File: src/design/apq_pkg.sv
// Shared types and constants for the adaptive palette quantizer.
`timescale 1ns / 1ps
package apq_pkg;

    localparam int COLOR_W = 8;
    localparam int THR_W   = 16;
    localparam int DIST_W  = 16;
    localparam int SQ_W    = 16;
    localparam int SUM_W   = 23;
    localparam int BLACK_W = 16;
    localparam int RUN_OUT_W = 17;
    localparam int IDX_OUT_W = 8;

    localparam logic [THR_W-1:0]   THR_RESET = 16'd100;
    localparam logic [BLACK_W-1:0] BLACK_MAX = 16'hFFFF;

    // Channel weights in hundredths
    localparam logic [6:0] W_BLUE  = 7'd11;
    localparam logic [6:0] W_GREEN = 7'd59;
    localparam logic [6:0] W_RED   = 7'd30;

    // floor(s / 100) = (s * RECIP) >> RECIP_SHIFT, exact for s below 2^23
    localparam int RECIP_W     = 24;
    localparam int RECIP_SHIFT = 30;
    localparam logic [RECIP_W-1:0] RECIP = 24'd10737419;
    localparam int PROD_W      = SUM_W + RECIP_W;

    // Commands from the controller to the datapath
    typedef struct packed {
        logic load;      // capture the input item
        logic init;      // open a new image with this pixel as entry 0
        logic scan;      // start the nearest-color search
        logic black;     // update the black pixel count
        logic run;       // close or extend the current run
        logic add;       // append the color or flag the full palette
        logic fin;       // flush the final run and empty the palette
        logic emit;      // load the output register with the record
    } dp_cmd_t;

    // Status from the datapath to the controller
    typedef struct packed {
        logic first;     // item opens a new image
        logic last;      // item closes the image
        logic scan_done; // search finished, best index valid
        logic run_brk;   // nearest index differs from the previous one
        logic add_req;   // best distance at or above the threshold
        logic has_room;  // palette not yet full
        logic out_free;  // output register can take a record
    } dp_status_t;

endpackage

File: src/design/apq_ctrl.sv
// Controller state machine that sequences one pixel through search and record output.
`timescale 1ns / 1ps
module apq_ctrl (
    input  logic               aclk,
    input  logic               aresetn,
    input  logic               s_valid,
    output logic               s_ready,
    input  apq_pkg::dp_status_t status,
    output apq_pkg::dp_cmd_t    cmd
);

    localparam logic [2:0] ST_IDLE  = 3'd0;
    localparam logic [2:0] ST_START = 3'd1;
    localparam logic [2:0] ST_SCAN  = 3'd2;
    localparam logic [2:0] ST_BLACK = 3'd3;
    localparam logic [2:0] ST_RUN   = 3'd4;
    localparam logic [2:0] ST_ADD   = 3'd5;
    localparam logic [2:0] ST_FINAL = 3'd6;
    localparam logic [2:0] ST_INIT  = 3'd7;

    logic [2:0] state_reg;
    logic [2:0] state_next;

    // Advance the state
    always_ff @(posedge aclk) begin
        if (!aresetn) begin
            state_reg <= ST_IDLE;
        end else begin
            state_reg <= state_next;
        end
    end

    // Decode commands and the next state
    always_comb begin
        cmd        = '0;
        state_next = state_reg;
        s_ready    = 1'b0;
        case (state_reg)
            ST_IDLE: begin
                s_ready = 1'b1;
                if (s_valid) begin
                    cmd.load   = 1'b1;
                    state_next = ST_START;
                end
            end
            ST_START: begin
                if (status.first) begin
                    state_next = ST_INIT;
                end else begin
                    cmd.scan   = 1'b1;
                    state_next = ST_SCAN;
                end
            end
            ST_SCAN: begin
                if (status.scan_done) begin
                    state_next = ST_BLACK;
                end
            end
            ST_BLACK: begin
                cmd.black  = 1'b1;
                state_next = ST_RUN;
            end
            ST_RUN: begin
                if (!status.run_brk) begin
                    cmd.run    = 1'b1;
                    state_next = ST_ADD;
                end else if (status.out_free) begin
                    cmd.run    = 1'b1;
                    cmd.emit   = 1'b1;
                    state_next = ST_ADD;
                end
            end
            ST_ADD: begin
                if (!status.add_req) begin
                    state_next = ST_FINAL;
                end else if (!status.has_room) begin
                    cmd.add    = 1'b1;
                    state_next = ST_FINAL;
                end else if (status.out_free) begin
                    cmd.add    = 1'b1;
                    cmd.emit   = 1'b1;
                    state_next = ST_FINAL;
                end
            end
            ST_FINAL: begin
                if (!status.last) begin
                    state_next = ST_IDLE;
                end else if (status.out_free) begin
                    cmd.fin    = 1'b1;
                    cmd.emit   = 1'b1;
                    state_next = ST_IDLE;
                end
            end
            ST_INIT: begin
                if (status.out_free) begin
                    cmd.init   = 1'b1;
                    cmd.emit   = 1'b1;
                    state_next = ST_FINAL;
                end
            end
            default: begin
                state_next = ST_IDLE;
            end
        endcase
    end

endmodule

File: config.mk
export PLATFORM = sky130hd
export DESIGN_NAME = apq_ctrl
export DESIGN_NICKNAME = d
export VERILOG_FILES = /design/src/design/apq_pkg.sv /design/src/design/apq_ctrl.sv
export SDC_FILE = /design/constraint.sdc
export NUM_CORES = 1
export LEC_CHECK = 0
export BUFFER_PORTS_ARGS = -buffer_cell sky130_fd_sc_hd__buf_2
export CAP_MARGIN = 20
export CORE_AREA = 2 2 39 41
export CTS_CLUSTER_DIAMETER = 200
export CTS_CLUSTER_SIZE = 40
export DETAILED_ROUTE_END_ITERATION = 7
export DIE_AREA = 0 0 41 43
export PLACE_DENSITY = 0.56
export SLEW_MARGIN = 15
export SYNTH_ARGS = -nofsm -noshare
export SYNTH_HDL_FRONTEND = slang
export SYNTH_SLANG_ARGS = --single-unit
File: constraint.sdc
create_clock -name aclk -period 1.95 [get_ports aclk]
set_input_delay 0.195 -clock aclk [delete_from_list [all_inputs] [get_ports aclk]]
set_output_delay 0.195 -clock aclk [all_outputs]
set_load 0.02 [all_outputs]
==> Yosys cells after proc, flatten, opt, wreduce, memory -nomap -nowiden <==
Index checks and enable logic that the tools add are counted.
{ "op_classes": {"n_addsub": 0, "multipliers": 0, "n_div": 0, "n_lt_le_gt_ge": 0, "n_eq_ne": 11, "shifts": 0, "mux": 31, "bitwise": 0, "reduce_logical": 2} }
{ "ops": {"columns": ["operator", "n"], "rows": [
  ["two-way mux 3 bit", 10],
  ["one-hot mux 3 bit (8 select lines)", 1],
  ["two-way mux 1 bit", 17],
  ["== test 3 bit (second input constant)", 4],
  ["== test 3 x 2 -> 1 bit (second input constant)", 2],
  ["!= test 3 bit (second input constant)", 2],
  ["two-way mux 2 bit", 2],
  ["!= test 2 bit (second input constant)", 2],
  ["one-hot mux 1 bit (4 select lines)", 1],
  ["AND reduction 4 bit", 1],
  ["== test 3 x 1 -> 1 bit (second input constant)", 1],
  ["zero test 3 bit", 1]
]} }
{ "totals": {"ff_bits": 3, "latchBits": 0, "ram_bits": 0, "romBits": 0, "inputBits": 10, "out_inout_bits": 9, "word_cells": 45, "mem_count": 0} }

==> Depth between registers and ports, before layout <==
Gate-level depths: netlist (run 1).
{ "depth": {"depth_word": 4, "ltp_mapped": 5, "ltp_nobuf": 3} }

==> Worst setup path after synthesis (run 1) <==
OpenSTA, ideal clock, no wires.
{ "synth_timing": {"path_type": "register to output", "from": "register state_reg[1]", "to": "output port cmd[7] (netlist name)", "arrival_ns": 1.396, "required_time_ns": 1.755, "path_slack_ns": 0.359, "path_stages_with_launch": 5, "n_path_buf": 2, "cell_sequence": "dfxtp_1 buf_6 buf_2 nor3_1 and2_1"} }
{ "synth_lines": {"columns": ["item", "line", "text"], "rows": [
  ["start, declared", "apq_ctrl.sv:21", "logic [2:0] state_reg;"],
  ["start signal, assigned", "apq_ctrl.sv:29", "state_reg <= state_next;"],
  ["end, declared", "apq_ctrl.sv:9", "output apq_pkg::dp_cmd_t cmd"]
]} }

==> results of run 1 <==
-- final cells by class --
| type | instances | area, um^2 |
|---|---|---|
| sequential | 3 | 60.1 |
| inverter | 3 | 11.3 |
| timing repair buffer | 19 | 97.6 |
| fill | 161 | 927 |
| clock buffer | 4 | 26.3 |
| tap | 16 | 20.0 |
| multi-input combinational | 34 | 241 |
-- stage by stage --
stage / area (um^2) / total power [mW] / std cells / setup WS, ns
2_1_floorplan: 345 / 0.445 / 44 / 0.359
3_3_place_gp: 430 / 0.502 / 75 / 0.623
3_5_place_dp: 430 / 0.500 / 75 / 0.617
4_1_cts: 457 / 0.613 / 79 / 0.370
5_1_grt: 457 / 0.659 / 79 / 0.271
6_report: 457 / 0.606 / 79 / 0.379
-- report_power, final --
group          total (mW)  switching (mW)  internal, mW
sequential          0.144          0.0569        0.0868
clock               0.106          0.0296        0.0765
combinational       0.356           0.190         0.166
total               0.606           0.277         0.329
-- routing by layer --
| metal | up-vias | wire, um |
|---|---|---|
| li1 | 199 | - |
| met1 | 160 | 422 |
| met2 | 11 | 345 |
| met3 | 0 | 48 |
| met4 | 0 | 0 |
| met5 | - | 0 |
-- critical path, stage by stage, from the launching register on --
cell and delay (ns):
dfxtp_1 0.34, buf_4 0.19, a21oi_1 0.18, mux2i_1 0.10, and3_1 0.19, buf_2 0.15
-- cells by family (layout without fill, tap and decap cells) --
family                 Yosys count  count (layout)  share of synthesized area
AND/OR/NAND/NOR                 19              19                      0.308
AO/OA/AOI/OAI                   10              10                      0.225
buffers and inverters            7              26                      0.127
multiplexers                     4               4                      0.141
flip-flops                       3               3                      0.174
XOR/XNOR                         1               1                     0.0254
-- cell usage in the layout (no fill, tap or decap), types with 3 or more instances in the layout --
cell type,instances
buf_2,18
a21oi_1,3
inv_1,3
clkbuf_4,3
dfxtp_1,3
nand2_1,3
nor2_1,3
-- synth_stat cells, types with 2 or more instances --
| master | n | area share |
|---|---|---|
| and3_1 | 2 | 0.036 |
| nand2b_1 | 2 | 0.036 |
| buf_2 | 2 | 0.029 |
| dfxtp_1 | 3 | 0.17 |
| o21ai_0 | 2 | 0.029 |
| a21oi_1 | 3 | 0.043 |
| mux2i_1 | 2 | 0.058 |
| buf_6 | 2 | 0.065 |
| nand2_1 | 3 | 0.033 |
| nand3_1 | 2 | 0.029 |
| nor3_1 | 2 | 0.029 |
| inv_1 | 3 | 0.033 |
| nor2_1 | 3 | 0.033 |
-- how the worst max path moves through the flow --
| stage | from | endpoint | slack, ns | depth (start not counted) |
|---|---|---|---|---|
| 2_1_floorplan | state_reg[1]$_SDFFE_PN0P_ | cmd[7] | 0.36 | 4 |
| 3_3_place_gp | state_reg[1]$_SDFFE_PN0P_ | cmd[0] | 0.62 | 5 |
| 3_5_place_dp | state_reg[1]$_SDFFE_PN0P_ | cmd[0] | 0.62 | 5 |
| 4_1_cts | state_reg[1]$_SDFFE_PN0P_ | cmd[0] | 0.37 | 5 |
| 5_1_grt | state_reg[0]$_SDFFE_PN0P_ | cmd[2] | 0.27 | 4 |
| 6_report | state_reg[1]$_SDFFE_PN0P_ | cmd[0] | 0.38 | 5 |
==> results.cfg, run 1 <==
[place]
gp_congestion = 0.725
io_buffer_count = 18
dpl.hpwl_um = 630

[logic_synthesis]
synth.distinct_cells = 26
synthCells = 44
synth.ff_latch_count = 3
synth_nets = 54
avgSynthCellArea_um2 = 7.85
syn_area_um2 = 345
synthFlopType = dfxtp_1
synth-edff-count = 0
async_flop_share = 0
yosysSeqAreaShare = 0.174
synth_warnings = 0

[clock_tree]
root_buffer = clkbuf_4
clock_latency_ns = 0.23
cts_buffer_depth = 2
post_cts_resized = 0
cts_sinks = 3
hold_buffers = 0
cts.clk_slew.worst_paths_ns = 0.03
cts_buffers = 3
cts_post_setup_buffers_inserted = 0
cts_tree = done
htree_levels = 1

[grt]
grt_util_met3 = 0.0471
grt.met2_usage = 0.131
grt_pass1_vias = 323
grt_antenna_before_repair = 0
grt_overflow = 0
gr-max-usage-layer = met1
gr-usage-met1 = 0.147
grt_pass1_wl_um = 1260
grt_use_total = 0.100
grt_max_degree = 14

[worst_setup_path]
reg2reg_to = state_reg[1]$_SDFFE_PN0P_
critPathMaxFanout = 13
crit_required_ns = 1.75
start_kind = flip-flop
critPathKind = flip-flop to primary output
r2r-start = state_reg[2]$_SDFFE_PN0P_
r2r_cells = 3
arrival_ns = 1.38
reg2reg_setup_slack_ns = 0.64
critPathCaptureType = primary output

[cells_and_area]
largest_reg_flops = 3
drive_gt1_frac = 0.413
area_growth_pct = 32.2
final_util = 0.330
antenna_cells = 0
finalNetCount = 74

[power]
leakagePower_nw = 0.218
p_per_area_mw_per_mm2 = 1330
peakVddDrop_uv = 629

[sta]
worst_clock_skew_ns = 0.00159
hold_viol = 0
timing.hold.ws_ns = 0.242
timing_max_transition_violations_final = 0
rsz0062_at_grt = false
slew_headroom = 0.743
period_share = 0.806
layout_min_cycle_time_ns = 1.57
fmax_ghz = 0.637
tightest_slew_ns = 0.384
fin_tns_setup_ns = 0
setup_viol = 0

[route]
vias = 370
viasPerCell = 4.68
first_iter_violations = 2
first_pass_iters = 3
wl_um = 817
drtAntennaViolNets = 0
wl_per_cell_um = 10.3
drcViolationCount = 0

[die]
core-area_mm2 = 0.00138
fp.dieW_um = 41
ios = 19
fp-row-count = 14
start_util = 0.250
dieArea_mm2 = 0.00176
die_h_um = 43

[job]
drv_cap = 0

[hold_path]
min_from = aresetn
hold-path-cell-count = 2
min_to = state_reg[2]$_SDFFE_PN0P_
hp-class = primary input to flip-flop

[run_status]
outcome = complete, no violations
No activity file was read; power rests on OpenSTA's default activity.
==> run 2, diff against run 1 <==
- PLACE_DENSITY: 0.56 -> 0.58
- clock period: 1.95 -> 1.4 ns (I/O delays scaled with it)
==> results.cfg, run 2 (synthesis gave the netlist of run 1 again) <==
[cells_and_area]
area_growth_pct = 67.4
drive_gt1_frac = 0.580
finalNetCount = 80
largest_reg_flops = 3
layout_commonest_cell = buf_2
antenna_cells = 0
final_cell_mix = buf_2, buf_4, buf_6
final_util = 0.418

[worst_setup_path]
r2r-start = state_reg[1]$_SDFFE_PN0P_
slowest_delay_ns = 0.39
critPathCaptureType = primary output
critPathMaxFanout = 5
r2r_cells = 4
crit_required_ns = 1.26
reg2reg_to = state_reg[1]$_SDFFE_PN0P_
critPathKind = flip-flop to primary output
crit_chain = mux2i_4, mux2i_1, and3_1, buf_6
slowest_stage = dfxtp_4
reg2reg_setup_slack_ns = 0.16
crit_start = state_reg[1]$_SDFFE_PN0P_
start_kind = flip-flop
arrival_ns = 1.23

[die]
fp-row-count = 14
core-area_mm2 = 0.00138
ios = 19
fp.dieW_um = 41
die_h_um = 43
dieArea_mm2 = 0.00176
start_util = 0.250

[sta]
tightest_slew_ns = 0.258
rsz0062_at_grt = true
worst_clock_skew_ns = 0.00213
timing.hold.ws_ns = 0.167
timing_max_transition_violations_final = 0
layout_min_cycle_time_ns = 1.37
fin_tns_setup_ns = 0
hold_viol = 0
slew_headroom = 0.826
fmax_ghz = 0.732
setup_viol = 0
period_share = 0.976
setup_slack_ns = 0.0333

[clock_tree]
htree_levels = 1
root_buffer = clkbuf_4
cts.clk_slew.worst_paths_ns = 0.04
clock_latency_ns = 0.24
cts_tree = done
cts_buffers = 3
cts_buffer_depth = 2
hold_buffers = 0
cts_sinks = 3

[route]
routed-wl-met3_um = 70
top_layer = met3
first_iter_violations = 11
drcViolationCount = 0
wl_per_cell_um = 11.4
drtAntennaViolNets = 0
viasPerCell = 4.76
routed-wl-met2_um = 452
vias = 405
drt-met1-wl_um = 448
wl_um = 972
first_pass_iters = 4

[power]
p_per_area_mw_per_mm2 = 1960
p_total_mw = 1.13
leakagePower_nw = 0.268
peakVddDrop_uv = 887

[job]
drv_cap = 0

[hold_path]
hold-path-cell-count = 2
min_from = aresetn
hp-class = primary input to flip-flop
min_to = state_reg[2]$_SDFFE_PN0P_

[grt]
grt_antenna_before_repair = 0
grt_max_degree = 10
grt_use_total = 0.116
grt_overflow = 0
grt_pass1_wl_um = 1390
grt_pass1_vias = 345

[place]
gp_congestion = 0.714
io_buffer_count = 18
dpl.hpwl_um = 686
dp_slack_ns = 0.0723

[run_status]
outcome = complete, no violations
==> run 2: cell count changes in the layout (fill, tap and decap cells not counted), moves of 2 or more <==
cell and delta:
buf_4 +4, dfxtp_4 +2, dfxtp_1 -3, buf_2 -2, buf_6 +4
==> run 2: routing by layer <==
layer | GRT usage | vias to the layer above
li1 | - | 210
met1 | 0.160 | 180
met2 | 0.150 | 15
met3 | 0.0785 | 0
met4 | 0.0200 | 0
met5 | 0 | -
==> run 2: worst max-delay path, delay by kind of cell, from the launching register on <==
kind	cells	cell delay, ns
buf+inv	1	0.13
flops	1	0.39
mux	2	0.32
simple gates	1	0.15
==> run 2: worst max path at each step <==
stage,cells past startpoint,to
3_3_place_gp,4,cmd[0]
5_1_grt,4,cmd[0]
4_1_cts,5,cmd[0]
6_report,4,cmd[0]
3_5_place_dp,4,cmd[0]
2_1_floorplan,4,cmd[6]
==> run 2: cell type report <==
| type | count | area, um^2 |
|---|---|---|
| fill | 143 | 806 |
| multi-input combinational | 34 | 289 |
| timing repair buffer | 25 | 163 |
| sequential | 3 | 68.8 |
| clock buffer | 4 | 26.3 |
| tap | 16 | 20.0 |
| inverter | 3 | 11.3 |
==> run 2: per-stage QoR <==
stage                     instances  cell area, um^2
after floorplan                  44              357
after global placement           78              464
after detailed placement         78              464
after CTS                        83              508
after global routing             85              578
final                            85              578
==> run 2: timing repair <==
action | 4_1_cts | 5_1_grt
endpoints found under the hold margin | 0 | 0
pin swaps | 0 | 2
setup buffers | 1 | 2
gates resized for setup | 5 | 12
setup endpoints to repair | 6 | 4
==> run 2: where the power goes <==
part / internal, mW / leakage, nW / switching, mW
Sequential: 0.138 / 0.0264 / 0.0951
Combinational: 0.413 / 0.226 / 0.329
Clock: 0.107 / 0.0150 / 0.0480
==> run 3, diff against run 2 <==
- PLACE_DENSITY: 0.58 -> not set
==> results.cfg, run 3 (synthesis gave the netlist of run 1 again) <==
[run_status]
outcome = complete, no violations

[worst_setup_path]
crit_chain = buf_6, buf_6, nor4b_2, buf_2
crit_required_ns = 1.26
slowest_delay_ns = 0.35
critPathMaxFanout = 7
slowest_stage = dfxtp_4
arrival_ns = 1.23
crit_top_cell = buf_6
critPathKind = flip-flop to primary output
start_kind = flip-flop
critPathCaptureType = primary output

[die]
fp.dieW_um = 41
fp-row-count = 14
start_util = 0.250
ios = 19
die_h_um = 43
dieArea_mm2 = 0.00176
core-area_mm2 = 0.00138

[hold_path]
hp-class = primary input to flip-flop

[place]
gp_congestion = 0.781
dpl.hpwl_um = 697
io_buffer_count = 18
dp_slack_ns = 0.111

[cells_and_area]
antenna_cells = 0
final_cell_mix = buf_2, buf_4, buf_6
largest_reg_flops = 3
layout_commonest_cell = buf_2
drive_gt1_frac = 0.551
area_growth_pct = 60.1
finalNetCount = 80

[clock_tree]
root_buffer = clkbuf_4
cts_tree = done
htree_levels = 1
cts_buffer_depth = 2
clock_latency_ns = 0.23
cts_sinks = 3
cts.clk_slew.worst_paths_ns = 0.04
cts_buffers = 3
hold_buffers = 0

[route]
routed-wl-met3_um = 67
first_pass_iters = 4
drt-met1-wl_um = 431
top_layer = met3
vias = 406
drcViolationCount = 0
routed-wl-met2_um = 424
viasPerCell = 4.78
first_iter_violations = 4
wl_per_cell_um = 10.9
wl_um = 923
drtAntennaViolNets = 0

[power]
leakagePower_nw = 0.261
peakVddDrop_uv = 841
p_per_area_mw_per_mm2 = 1930
p_total_mw = 1.07

[grt]
grt_antenna_before_repair = 0
grt_pass1_vias = 330
grt_use_total = 0.112
grt_pass1_wl_um = 1350
grt_overflow = 0
grt_max_degree = 13

[sta]
hold_viol = 0
setup_slack_ns = 0.0310
timing.hold.ws_ns = 0.192
worst_clock_skew_ns = 0.00313
tightest_slew_ns = 0.268
layout_min_cycle_time_ns = 1.37
fmax_ghz = 0.730
setup_viol = 0
slew_headroom = 0.821
timing_max_transition_violations_final = 0
rsz0062_at_grt = true
period_share = 0.978

[job]
drv_cap = 0
[run 3: layout make-up]
| class | instances | area (um^2) |
|---|---|---|
| clock buffers | 4 | 26.3 |
| well taps | 16 | 20.0 |
| flip-flops and latches | 3 | 67.6 |
| inverters | 3 | 11.3 |
| fillers | 152 | 831 |
| repair buffers | 25 | 163 |
| multi-input cells | 34 | 265 |
[run 3: through the flow]
stage	instances	util	instance area (um^2)	TNS, ns
after floorplan	44	-	357	0
after global placement	78	0.335	464	0
after detailed placement	78	0.335	464	0
after CTS	84	0.379	524	0
after global routing	85	0.400	553	-0.0523
final	85	0.400	553	0
[run 3: what timing repair did]
| item | CTS | global route |
|---|---|---|
| endpoints found under the setup margin | 8 | 5 |
| pin swaps | 1 | 2 |
| buffers inserted | 2 | 1 |
| resized for setup | 7 | 6 |
[run 3: per-layer routing]
layer | vias to the layer above | track usage
met5 | - | 0
met4 | 0 | 0.0600
met3 | 0 | 0.0314
met2 | 16 | 0.156
met1 | 179 | 0.150
li1 | 211 | -
[run 3: critical path, delay by kind of cell (launching register included)]
kind,cells,cell delay [ns]
buffers and inverters,3,0.46
flip-flops,1,0.35
AND/OR/NAND/NOR,1,0.19
[run 3: final timing paths]
path	startpoint	end	slack, ns	depth (start not counted)
setup / recovery	state_reg[1]$_SDFFE_PN0P_	cmd[5]	0.03	4
hold reg to reg	state_reg[0]$_SDFFE_PN0P_	state_reg[0]$_SDFFE_PN0P_	0.64	2
setup reg to reg	state_reg[1]$_SDFFE_PN0P_	state_reg[1]$_SDFFE_PN0P_	0.10	5
hold / removal	aresetn	state_reg[2]$_SDFFE_PN0P_	0.19	2
[run 3: report_power, final]
part	internal, mW	total (mW)	switching, mW
combinational	0.377	0.708	0.331
clock	0.107	0.152	0.0448
sequential	0.137	0.207	0.0694
